==> src/hdl/alert_chime_sequencer_unit_defines.svh <==
// Assertion macros for the alert chime sequencer.
// Included by the modules that carry concurrent checks; depends on nothing.
`ifndef ALERT_CHIME_SEQUENCER_UNIT_DEFINES_SVH
`define ALERT_CHIME_SEQUENCER_UNIT_DEFINES_SVH

// Check that a condition holds at every clock edge outside reset
`define ACS_ASSERT_ALWAYS(lbl, clk, rst, cond, msg) \
  lbl: assert property (@(posedge clk) disable iff (rst) (cond)) else $error(msg);

// Check that a consequence holds whenever its antecedent holds
`define ACS_ASSERT_IMPL(lbl, clk, rst, ante, cons, msg) \
  lbl: assert property (@(posedge clk) disable iff (rst) (ante) |-> (cons)) else $error(msg);

`endif

==> src/hdl/acs_pkg.sv <==
// Shared types, constants and phase tables for the alert chime sequencer.
// No dependencies; used by every module of the block.
package acs_pkg;

  // Item on the command channel
  typedef struct packed {
    logic       mode;
    logic [7:0] command_byte;
  } in_item_t;

  // Item on the result channel
  typedef struct packed {
    logic [1:0] tone_select;
    logic       alert_active;
    logic [2:0] stage_now;
    logic       pattern_busy;
  } out_item_t;

  // Item kinds
  localparam logic MODE_TICK    = 1'b0;
  localparam logic MODE_COMMAND = 1'b1;

  // Configuration register indexes
  localparam logic REG_TIMEOUT_MS      = 1'b0;
  localparam logic REG_REPEAT_AFTER_MS = 1'b1;

  // Register reset values
  localparam logic [15:0] TIMEOUT_RESET = 16'd3000;
  localparam logic [15:0] REPEAT_RESET  = 16'd1000;
  localparam logic [15:0] ELAPSED_MAX   = 16'hFFFF;

  // Stage codes
  localparam logic [2:0] STAGE_STOP = 3'd0;
  localparam logic [2:0] STAGE_CRIT = 3'd4;
  localparam logic [7:0] CMD_MAX    = 8'd4;

  // Tone codes
  localparam logic [1:0] TONE_SILENT = 2'd0;
  localparam logic [1:0] TONE_LOW    = 2'd1;
  localparam logic [1:0] TONE_HIGH   = 2'd2;

  // Chime phases and their lengths in ms
  localparam logic [1:0] PH_LOW  = 2'd0;
  localparam logic [1:0] PH_GAP1 = 2'd1;
  localparam logic [1:0] PH_HIGH = 2'd2;
  localparam logic [1:0] PH_GAP2 = 2'd3;

  localparam logic [7:0] LOW_TONE_MS  = 8'd150;
  localparam logic [7:0] GAP1_MS      = 8'd50;
  localparam logic [7:0] HIGH_TONE_MS = 8'd100;
  localparam logic [7:0] GAP2_MS      = 8'd50;

  function automatic logic [7:0] phase_len(input logic [1:0] ph);
    logic [7:0] len;
    case (ph)
      PH_LOW:  len = LOW_TONE_MS;
      PH_GAP1: len = GAP1_MS;
      PH_HIGH: len = HIGH_TONE_MS;
      default: len = GAP2_MS;
    endcase
    return len;
  endfunction

  function automatic logic [1:0] phase_tone(input logic [1:0] ph);
    logic [1:0] tone;
    case (ph)
      PH_LOW:  tone = TONE_LOW;
      PH_HIGH: tone = TONE_HIGH;
      default: tone = TONE_SILENT;
    endcase
    return tone;
  endfunction

endpackage

==> src/hdl/acs_seq.sv <==
// Sequencer state, configuration registers and next-state logic.
// Depends on acs_pkg and the assertion macros header.
`include "alert_chime_sequencer_unit_defines.svh"

module acs_seq (
  input  logic              clk,
  input  logic              rst,
  input  logic              cfg_wen,
  input  logic              cfg_index,
  input  logic [15:0]       cfg_wdata,
  input  logic              step,
  input  acs_pkg::in_item_t cmd,
  output acs_pkg::out_item_t res
);

  logic [15:0] timeout_ms;
  logic [15:0] repeat_after_ms;

  logic [15:0] elapsed_ms,        elapsed_ms_next;
  logic        active_flag,       active_flag_next;
  logic [2:0]  stage_reg,         stage_reg_next;
  logic [1:0]  pattern_phase,     pattern_phase_next;
  logic [7:0]  phase_ms,          phase_ms_next;
  logic [2:0]  chimes_left,       chimes_left_next;
  logic        pattern_is_repeat, pattern_is_repeat_next;
  logic        pending_valid,     pending_valid_next;
  logic [2:0]  pending_stage,     pending_stage_next;

  logic        busy;
  logic        cmd_ok;
  logic        do_apply;
  logic [2:0]  apply_val;
  logic [7:0]  phase_inc;
  logic [15:0] elapsed_inc;

  assign busy        = (chimes_left != 3'd0);
  assign cmd_ok      = (cmd.command_byte <= acs_pkg::CMD_MAX);
  assign phase_inc   = phase_ms + 8'd1;
  assign elapsed_inc = (elapsed_ms != acs_pkg::ELAPSED_MAX) ? elapsed_ms + 16'd1 : elapsed_ms;

  // Work out the state after one item
  always_comb begin
    elapsed_ms_next        = elapsed_ms;
    active_flag_next       = active_flag;
    stage_reg_next         = stage_reg;
    pattern_phase_next     = pattern_phase;
    phase_ms_next          = phase_ms;
    chimes_left_next       = chimes_left;
    pattern_is_repeat_next = pattern_is_repeat;
    pending_valid_next     = pending_valid;
    pending_stage_next     = pending_stage;
    do_apply               = 1'b0;
    apply_val              = acs_pkg::STAGE_STOP;

    if (step) begin
      if (cmd.mode == acs_pkg::MODE_COMMAND) begin
        if (busy) begin
          // Hold the latest command until the pattern ends
          if (cmd_ok) begin
            pending_valid_next = 1'b1;
            pending_stage_next = cmd.command_byte[2:0];
          end
        end else if (cmd_ok) begin
          do_apply  = 1'b1;
          apply_val = cmd.command_byte[2:0];
        end
      end else if (busy) begin
        // Advance the chime pattern
        if (pattern_is_repeat) begin
          elapsed_ms_next = elapsed_inc;
        end
        if (phase_inc >= acs_pkg::phase_len(pattern_phase)) begin
          phase_ms_next      = 8'd0;
          pattern_phase_next = pattern_phase + 2'd1;
          if (pattern_phase == acs_pkg::PH_GAP2) begin
            chimes_left_next = chimes_left - 3'd1;
            if (chimes_left == 3'd1) begin
              pattern_is_repeat_next = 1'b0;
              if (pending_valid) begin
                pending_valid_next = 1'b0;
                pending_stage_next = acs_pkg::STAGE_STOP;
                do_apply           = 1'b1;
                apply_val          = pending_stage;
              end
            end
          end
        end else begin
          phase_ms_next = phase_inc;
        end
      end else if (active_flag) begin
        // Run the alert window: time out, or repeat the critical chimes
        elapsed_ms_next = elapsed_inc;
        if (elapsed_inc >= timeout_ms) begin
          active_flag_next = 1'b0;
          stage_reg_next   = acs_pkg::STAGE_STOP;
        end else if (stage_reg == acs_pkg::STAGE_CRIT && elapsed_inc >= repeat_after_ms) begin
          chimes_left_next       = acs_pkg::STAGE_CRIT;
          pattern_phase_next     = acs_pkg::PH_LOW;
          phase_ms_next          = 8'd0;
          pattern_is_repeat_next = 1'b1;
        end
      end
    end

    // Apply a stop or start a fresh pattern
    if (do_apply) begin
      if (apply_val == acs_pkg::STAGE_STOP) begin
        active_flag_next = 1'b0;
        stage_reg_next   = acs_pkg::STAGE_STOP;
      end else begin
        chimes_left_next       = apply_val;
        pattern_phase_next     = acs_pkg::PH_LOW;
        phase_ms_next          = 8'd0;
        pattern_is_repeat_next = 1'b0;
        stage_reg_next         = apply_val;
        active_flag_next       = 1'b1;
        elapsed_ms_next        = 16'd0;
      end
    end
  end

  // Form the result from the new state
  always_comb begin
    res.pattern_busy = (chimes_left_next != 3'd0);
    res.tone_select  = res.pattern_busy ? acs_pkg::phase_tone(pattern_phase_next)
                                        : acs_pkg::TONE_SILENT;
    res.alert_active = active_flag_next;
    res.stage_now    = stage_reg_next;
  end

  // Hold configuration and sequencer state
  always_ff @(posedge clk) begin
    if (rst) begin
      timeout_ms        <= acs_pkg::TIMEOUT_RESET;
      repeat_after_ms   <= acs_pkg::REPEAT_RESET;
      elapsed_ms        <= 16'd0;
      active_flag       <= 1'b0;
      stage_reg         <= acs_pkg::STAGE_STOP;
      pattern_phase     <= acs_pkg::PH_LOW;
      phase_ms          <= 8'd0;
      chimes_left       <= 3'd0;
      pattern_is_repeat <= 1'b0;
      pending_valid     <= 1'b0;
      pending_stage     <= acs_pkg::STAGE_STOP;
    end else begin
      if (cfg_wen) begin
        case (cfg_index)
          acs_pkg::REG_TIMEOUT_MS:      timeout_ms      <= cfg_wdata;
          acs_pkg::REG_REPEAT_AFTER_MS: repeat_after_ms <= cfg_wdata;
          default: ;
        endcase
      end
      elapsed_ms        <= elapsed_ms_next;
      active_flag       <= active_flag_next;
      stage_reg         <= stage_reg_next;
      pattern_phase     <= pattern_phase_next;
      phase_ms          <= phase_ms_next;
      chimes_left       <= chimes_left_next;
      pattern_is_repeat <= pattern_is_repeat_next;
      pending_valid     <= pending_valid_next;
      pending_stage     <= pending_stage_next;
    end
  end

  // A repeat pattern only runs in an active critical stage
  `ACS_ASSERT_IMPL(a_repeat_crit, clk, rst, pattern_is_repeat, (stage_reg == acs_pkg::STAGE_CRIT) && active_flag && busy, "repeat pattern outside active critical stage")
  // A pending command only waits behind a playing pattern
  `ACS_ASSERT_IMPL(a_pending_busy, clk, rst, pending_valid, busy, "pending command left after pattern end")
  // The phase counter stays below the longest phase
  `ACS_ASSERT_ALWAYS(a_phase_range, clk, rst, phase_ms < acs_pkg::LOW_TONE_MS, "phase counter out of range")

endmodule

==> src/hdl/acs_out_buf.sv <==
// Result register with a one-entry skid stage for the result channel.
// Depends on acs_pkg and the assertion macros header.
`include "alert_chime_sequencer_unit_defines.svh"

module acs_out_buf (
  input  logic               clk,
  input  logic               rst,
  input  logic               push,
  input  acs_pkg::out_item_t push_item,
  output logic               full,
  output logic               res_valid,
  input  logic               res_stall,
  output acs_pkg::out_item_t res
);

  logic               skid_valid;
  acs_pkg::out_item_t skid;
  logic               pop;

  assign pop  = res_valid && !res_stall;
  assign full = skid_valid;

  // Move items through the result register, parking one in the skid stage
  always_ff @(posedge clk) begin
    if (rst) begin
      res_valid  <= 1'b0;
      skid_valid <= 1'b0;
    end else if (skid_valid) begin
      if (pop) begin
        skid_valid <= 1'b0;
      end
    end else if (push) begin
      if (res_valid && !pop) begin
        skid_valid <= 1'b1;
      end
      res_valid <= 1'b1;
    end else if (pop) begin
      res_valid <= 1'b0;
    end
  end

  // Payload registers
  always_ff @(posedge clk) begin
    if (skid_valid) begin
      if (pop) begin
        res <= skid;
      end
    end else if (push) begin
      if (!res_valid || pop) begin
        res <= push_item;
      end else begin
        skid <= push_item;
      end
    end
  end

  // The skid stage only fills behind a waiting result
  `ACS_ASSERT_IMPL(a_skid_behind, clk, rst, skid_valid, res_valid, "skid entry without result entry")

endmodule

==> src/hdl/alert_chime_sequencer_unit.sv <==
// Top level of the alert chime sequencer: state update and result buffer.
// Depends on acs_pkg, acs_seq and acs_out_buf.
//
//  channel | direction | payload              | handshake
//  --------+-----------+----------------------+----------------------
//  cmd     | in        | acs_pkg::in_item_t   | cmd_valid / cmd_stall
//  res     | out       | acs_pkg::out_item_t  | res_valid / res_stall
//  cfg     | in        | cfg_index, cfg_wdata | cfg_wen
//
// One item is taken per cycle while cmd_stall is low; its result is held
// in the result register, or in the skid entry while res stalls. The state
// update is a single pass of logic between the sequencer registers and the
// result register. cmd_stall rises only when the result register and skid
// entry are both held by a stalled res channel. Reset is synchronous; it
// clears all but the payload; the registers return to 3000 ms and 1000 ms.

module alert_chime_sequencer_unit (
  input  logic               clk,
  input  logic               rst,
  input  logic               cfg_wen,
  input  logic               cfg_index,
  input  logic [15:0]        cfg_wdata,
  input  logic               cmd_valid,
  output logic               cmd_stall,
  input  acs_pkg::in_item_t  cmd,
  output logic               res_valid,
  input  logic               res_stall,
  output acs_pkg::out_item_t res
);

  logic               step;
  acs_pkg::out_item_t step_res;

  assign step = cmd_valid && !cmd_stall;

  // Sequencer state and next-state logic
  acs_seq u_seq (
    .clk       (clk),
    .rst       (rst),
    .cfg_wen   (cfg_wen),
    .cfg_index (cfg_index),
    .cfg_wdata (cfg_wdata),
    .step      (step),
    .cmd       (cmd),
    .res       (step_res)
  );

  // Result register and skid stage
  acs_out_buf u_out_buf (
    .clk       (clk),
    .rst       (rst),
    .push      (step),
    .push_item (step_res),
    .full      (cmd_stall),
    .res_valid (res_valid),
    .res_stall (res_stall),
    .res       (res)
  );

endmodule
==> config.mk <==
export PLATFORM = sky130hd
export DESIGN_NAME = alert_chime_sequencer_unit
export DESIGN_NICKNAME = d
export VERILOG_FILES = /design/src/hdl/acs_pkg.sv /design/src/hdl/acs_seq.sv /design/src/hdl/acs_out_buf.sv /design/src/hdl/alert_chime_sequencer_unit.sv
export VERILOG_INCLUDE_DIRS = /design/src /design/src/hdl
export SDC_FILE = /design/constraint.sdc
export NUM_CORES = 1
export LEC_CHECK = 0
export ABC_AREA = 0
export BUFFER_PORTS_ARGS = -buffer_cell sky130_fd_sc_hd__clkbuf_2
export CORE_MARGIN = 4
export CORE_UTILIZATION = 30
export CTS_CLUSTER_DIAMETER = 30
export DETAILED_ROUTE_END_ITERATION = 10
export GPL_ROUTABILITY_DRIVEN = 0
export HOLD_SLACK_MARGIN = 0.15
export SLEW_MARGIN = 0
export SYNTH_ARGS = -nofsm -noshare
export SYNTH_HDL_FRONTEND = slang
export SYNTH_SLANG_ARGS = --single-unit
==> constraint.sdc <==
create_clock -name clk -period 10 [get_ports clk]
set_input_delay 1.5 -clock clk [delete_from_list [all_inputs] [get_ports clk]]
set_output_delay 1.5 -clock clk [all_outputs]
set_load 0.1 [all_outputs]
# Word level (Yosys, flattened, before mapping)
# Index checks and enable logic that the tools add are counted.
# word_totals
regBits	86
inputBits	31
# classes
addsub	4
magnitude_cmp	4
eq_ne	8
muxes	110
bitwise	3
n_reduce_logical	28
# ops
operator	count
2-to-1 mux 16 bit	8
2-to-1 mux 3 bit	34
2-to-1 mux 8 bit	12
2-to-1 mux 1 bit	40
>= comparator 16 bit	2
2-to-1 mux 7 bit	4
2-to-1 mux 2 bit	10
adder 16 x 1 -> 16 bit, second input constant	1
!= test 16 bit, second input constant	1
case mux 8 bit (2 select lines)	1
nonzero test 2 bit	7
adder 8 x 1 -> 8 bit, second input constant	1
>= comparator 8 bit	1
less-or-equal comparator 8 x 3 -> 1 bit, second input constant	1
AND reduction 7 bit	1
== test 2 bit, second input constant	3
AND reduction 2 bit	3
AND reduction 3 bit	2
AND reduction 6 bit	1
nonzero test 3 bit	2
logical AND 1 bit	4
logical NOT 1 bit	4
logical NOT 2 bit	2
case mux 2 bit (2 select lines)	1
other kinds (9)	11

# Depth between registers and ports, before layout
# depth
depth_word	19
ltp_mapped	18

# Hierarchy
# Synthesis repeated with hierarchy kept, for this count alone.
# hier_totals
hier_cells	612
hier_area_um2	5124.9
# by_module_without_submodules
module	instances	cells_per_inst	area_per_inst_um2
acs_seq	1	577	4483.0
acs_out_buf	1	34	628.1
alert_chime_sequencer_unit	1	1	13.8

# Worst setup path before layout
# No wires, ideal clock.
# synth_timing
path_type	register -> register
startpoint	reg u_seq.elapsed_ms[3]
endpoint	reg u_out_buf.res[0] (netlist name)
setup_ns	0.260
arrival_time_ns	3.638
path_slack_ns	6.102
path_stages_with_launch	18
synth_period_minus_slack_ns	3.898
cell_sequence	dfxtp_1 -> buf_2 -> and4_4 -> nand4_4 -> or3_1 -> buf_2 -> and2_1 -> buf_6 -> nand2_1 -> xnor2_1 -> ha_1 -> a21o_1 -> a2111oi_2 -> o31ai_2 -> a211oi_4 -> o311a_2 -> nand4_4 -> mux2_2
# synth_rtl
element	line_no	source
start, declared	acs_seq.sv:19	logic [15:0] elapsed_ms, elapsed_ms_next;
start signal, assigned	acs_seq.sv:153	elapsed_ms <= elapsed_ms_next;

==> flow_summary.json <==
{
  "worst_setup_path_start_kind": "flop",
  "rsz0062_at_grt": "false",
  "grt_pass1_vias": 3994,
  "antennaDiodeCount": 0,
  "h-tree-depth": 3,
  "wirelength_um": 11700,
  "synth_seq_area_share_pct": 36.1,
  "drt-met1-wl_um": 5810,
  "drtPass1Iterations": 4,
  "vias_per_cell": 4.76,
  "drtAntennaViolNets": 0,
  "wl_per_cell_um": 13.5,
  "slew_headroom_pct": 29.1,
  "async_flop_share_pct": 0,
  "layout.nets": 717,
  "grt_pass1_wl_um": 19800,
  "yosys_most_used_dff": "dfxtp_1",
  "avgSynthCellArea_um2": 8.48,
  "n_fill_cell": 1736,
  "slew_viol_final": 0,
  "hold_path.class": "reg2reg",
  "criticalPathCategory": "reg2reg",
  "power_density_nw_per_um2": 142,
  "cts_resized": 0,
  "stdcell_count": 864,
  "yosys_warnings": 0,
  "floorplan.initialDensity_pct": 30.9,
  "synthCells": 608,
  "cts-buffers-inserted": 9,
  "cellLeakagePower_nw": 2.51,
  "critPathCaptureType": "flop",
  "postCtsHoldBufs": 0,
  "cts.path.max_buffers": 2,
  "dr_wl_met2_um": 5290,
  "reg_top3": "u_seq.elapsed_ms: 16 flops, u_seq.repeat_after_ms: 16 flops, u_seq.timeout_ms: 16 flops",
  "drt_iter0_markers": 245,
  "grt_max_degree": 47,
  "cap_violations": 0,
  "dr.max_layer_used": "met4",
  "vias": 4116,
  "max_freq_mhz": 234,
  "status": "finished, final reports clean",
  "cts_setup_buffers": 0,
  "cp.required_ps": 10100,
  "antenna_found_initial": 0,
  "synth_cell_type_count": 62,
  "skew_ps": 7.84,
  "finalSetupViolations": 0,
  "hpwl_um": 8680,
  "area_delta_synth_final_pct": 14.4,
  "grt_overflow": 0,
  "cts_tree": "yes",
  "grt_usage_pct": 12.3,
  "post-route-util_pct": 35.3,
  "ir_drop_mv": 0.0833,
  "die_y_um": 139,
  "synth_edf_count": 14,
  "place_inst": 848,
  "syn-num-nets": 686,
  "register_area_um2": 1860,
  "clkLatencyLatePin_ps": 340,
  "worst-path-max-fanout": 8,
  "rows": 47,
  "finalCriticalPeriod_ps": 4270,
  "coreArea_um2": 16700,
  "ys_ff_latch": 86,
  "port_buffers": 39,
  "drive_above_1_share_pct": 12.9,
  "dieArea_um2": 19400,
  "cts-root-buf": "clkbuf_16",
  "setup_tns_ps": 0,
  "clk_pin_slew_ps": 70,
  "fin_crit_sh_pct": 42.7,
  "clock-sinks": 86,
  "worst-endpoint-arrival_ps": 4360,
  "die_w_um": 139,
  "synth_area_um2": 5160,
  "multi_input_comb_area_um2": 3040,
  "ioPinCount": 40,
  "dr_wl_met3_um": 474,
  "worstMarginPinSlew_ps": 1060,
  "drc_errors": 0,
  "finalHoldViolations": 0
}
==> routing by layer <==
layer	GRT usage, %	vias to the layer above
met4	3.24	0
li1	-	2169
met2	19.1	68
met3	2.79	4
met5	0	-
met1	17.3	1875
==> cell families after synthesis <==
logic type | Yosys count | share of synthesized area (%)
mux | 15 | 3.03
fa+ha+maj | 47 | 11.4
xor+xnor | 30 | 5.24
flops | 86 | 36.1
buf+inv | 64 | 4.97
simple gates | 242 | 23.3
compound gates | 124 | 16.0
==> through the flow <==
| stage | total power [mW] | area [um^2] | hold slack, ps | setup slack, ps |
|---|---|---|---|---|
| after floorplan | 0.429 | 5160 | 436 | 6100 |
| after CTS | 0.848 | 5900 | 456 | 5740 |
| after detailed placement | 0.451 | 5550 | 446 | 5770 |
| after global routing | 0.875 | 5900 | 478 | 5480 |
| after global placement | 0.451 | 5550 | 443 | 5840 |
| final | 0.838 | 5900 | 455 | 5730 |
==> worst paths after layout <==
| check | startpoint | endpoint | slack, ps | depth (start not counted) |
|---|---|---|---|---|
| setup reg to reg | u_seq.elapsed_ms[3] | u_out_buf.res[0] | 5730 | 14 |
| hold / removal | u_seq.repeat_after_ms[12] | u_seq.repeat_after_ms[12] | 450 | 2 |
| setup / recovery | u_seq.elapsed_ms[3] | u_out_buf.res[0] | 5730 | 14 |
| hold reg to reg | u_seq.repeat_after_ms[12] | u_seq.repeat_after_ms[12] | 450 | 2 |
==> cells in the mapped netlist (10+ instances only) <==
cell | instances | share of area (%)
a21oi_1 | 51 | 4.9
and2_1 | 11 | 1.3
clkbuf_1 | 10 | 0.73
dfxtp_1 | 72 | 28
edfxtp_1 | 14 | 8.2
ha_1 | 47 | 11
inv_1 | 42 | 3.1
mux2i_1 | 10 | 1.9
nand2_1 | 88 | 6.4
nand3_1 | 18 | 1.7
nor2_1 | 57 | 4.1
nor3_1 | 13 | 1.3
o21ai_0 | 19 | 1.8
xnor2_1 | 14 | 2.4
xor2_1 | 15 | 2.5
==> cell usage in the layout, fill, tap and decap left out, types with 3 or more instances in the layout <==
| master | netlist | final |
|---|---|---|
| nand2_1 | 88 | 88 |
| dfxtp_1 | 72 | 72 |
| nor2_1 | 57 | 57 |
| a21oi_1 | 51 | 51 |
| ha_1 | 47 | 47 |
| inv_1 | 42 | 42 |
| clkbuf_2 | 0 | 39 |
| o21ai_0 | 19 | 19 |
| nand3_1 | 18 | 18 |
| xor2_1 | 15 | 15 |
| xnor2_1 | 14 | 14 |
| edfxtp_1 | 14 | 14 |
| nor3_1 | 13 | 13 |
| and2_1 | 11 | 11 |
| mux2i_1 | 10 | 10 |
| nand4_1 | 9 | 9 |
| a211o_1 | 9 | 9 |
| clkbuf_16 | 0 | 9 |
| nor2b_1 | 8 | 8 |
| a22oi_1 | 8 | 8 |
| nand3b_1 | 8 | 8 |
| nand2b_1 | 7 | 7 |
| and3_1 | 6 | 6 |
| mux2_2 | 5 | 5 |
| o21a_1 | 4 | 4 |
| a21o_1 | 4 | 4 |
| o21ai_1 | 3 | 3 |
| a32oi_1 | 3 | 3 |
| bufinv_16 | 0 | 3 |
==> power by group <==
group / switching [mW] / internal, mW
registers: 0.00481 / 0.362
clock network: 0.146 / 0.248
logic: 0.0554 / 0.0214
==> worst max-delay path, stage by stage (launching register included) <==
cell and delay, ps:
dfxtp_1 460, and4_4 300, nand4_4 140, or3_1 490, and2_1 260, nand2_1 110
xnor2_1 160, ha_1 300, a21o_1 200, a2111oi_2 380, o31ai_2 170, a211oi_4 370
o311a_2 270, nand4_4 110, mux2_2 290
==> cell type report <==
class                      instances  share of cell area, %
sequential                        86                   31.6
inverter                          43                   2.74
clock inverter                     7                   2.14
tap                              220                   4.67
clock buffer                       9                   3.82
timing repair buffer              41                   3.56
multi-input combinational        458                   51.5
No activity file was read; power rests on OpenSTA's default activity.
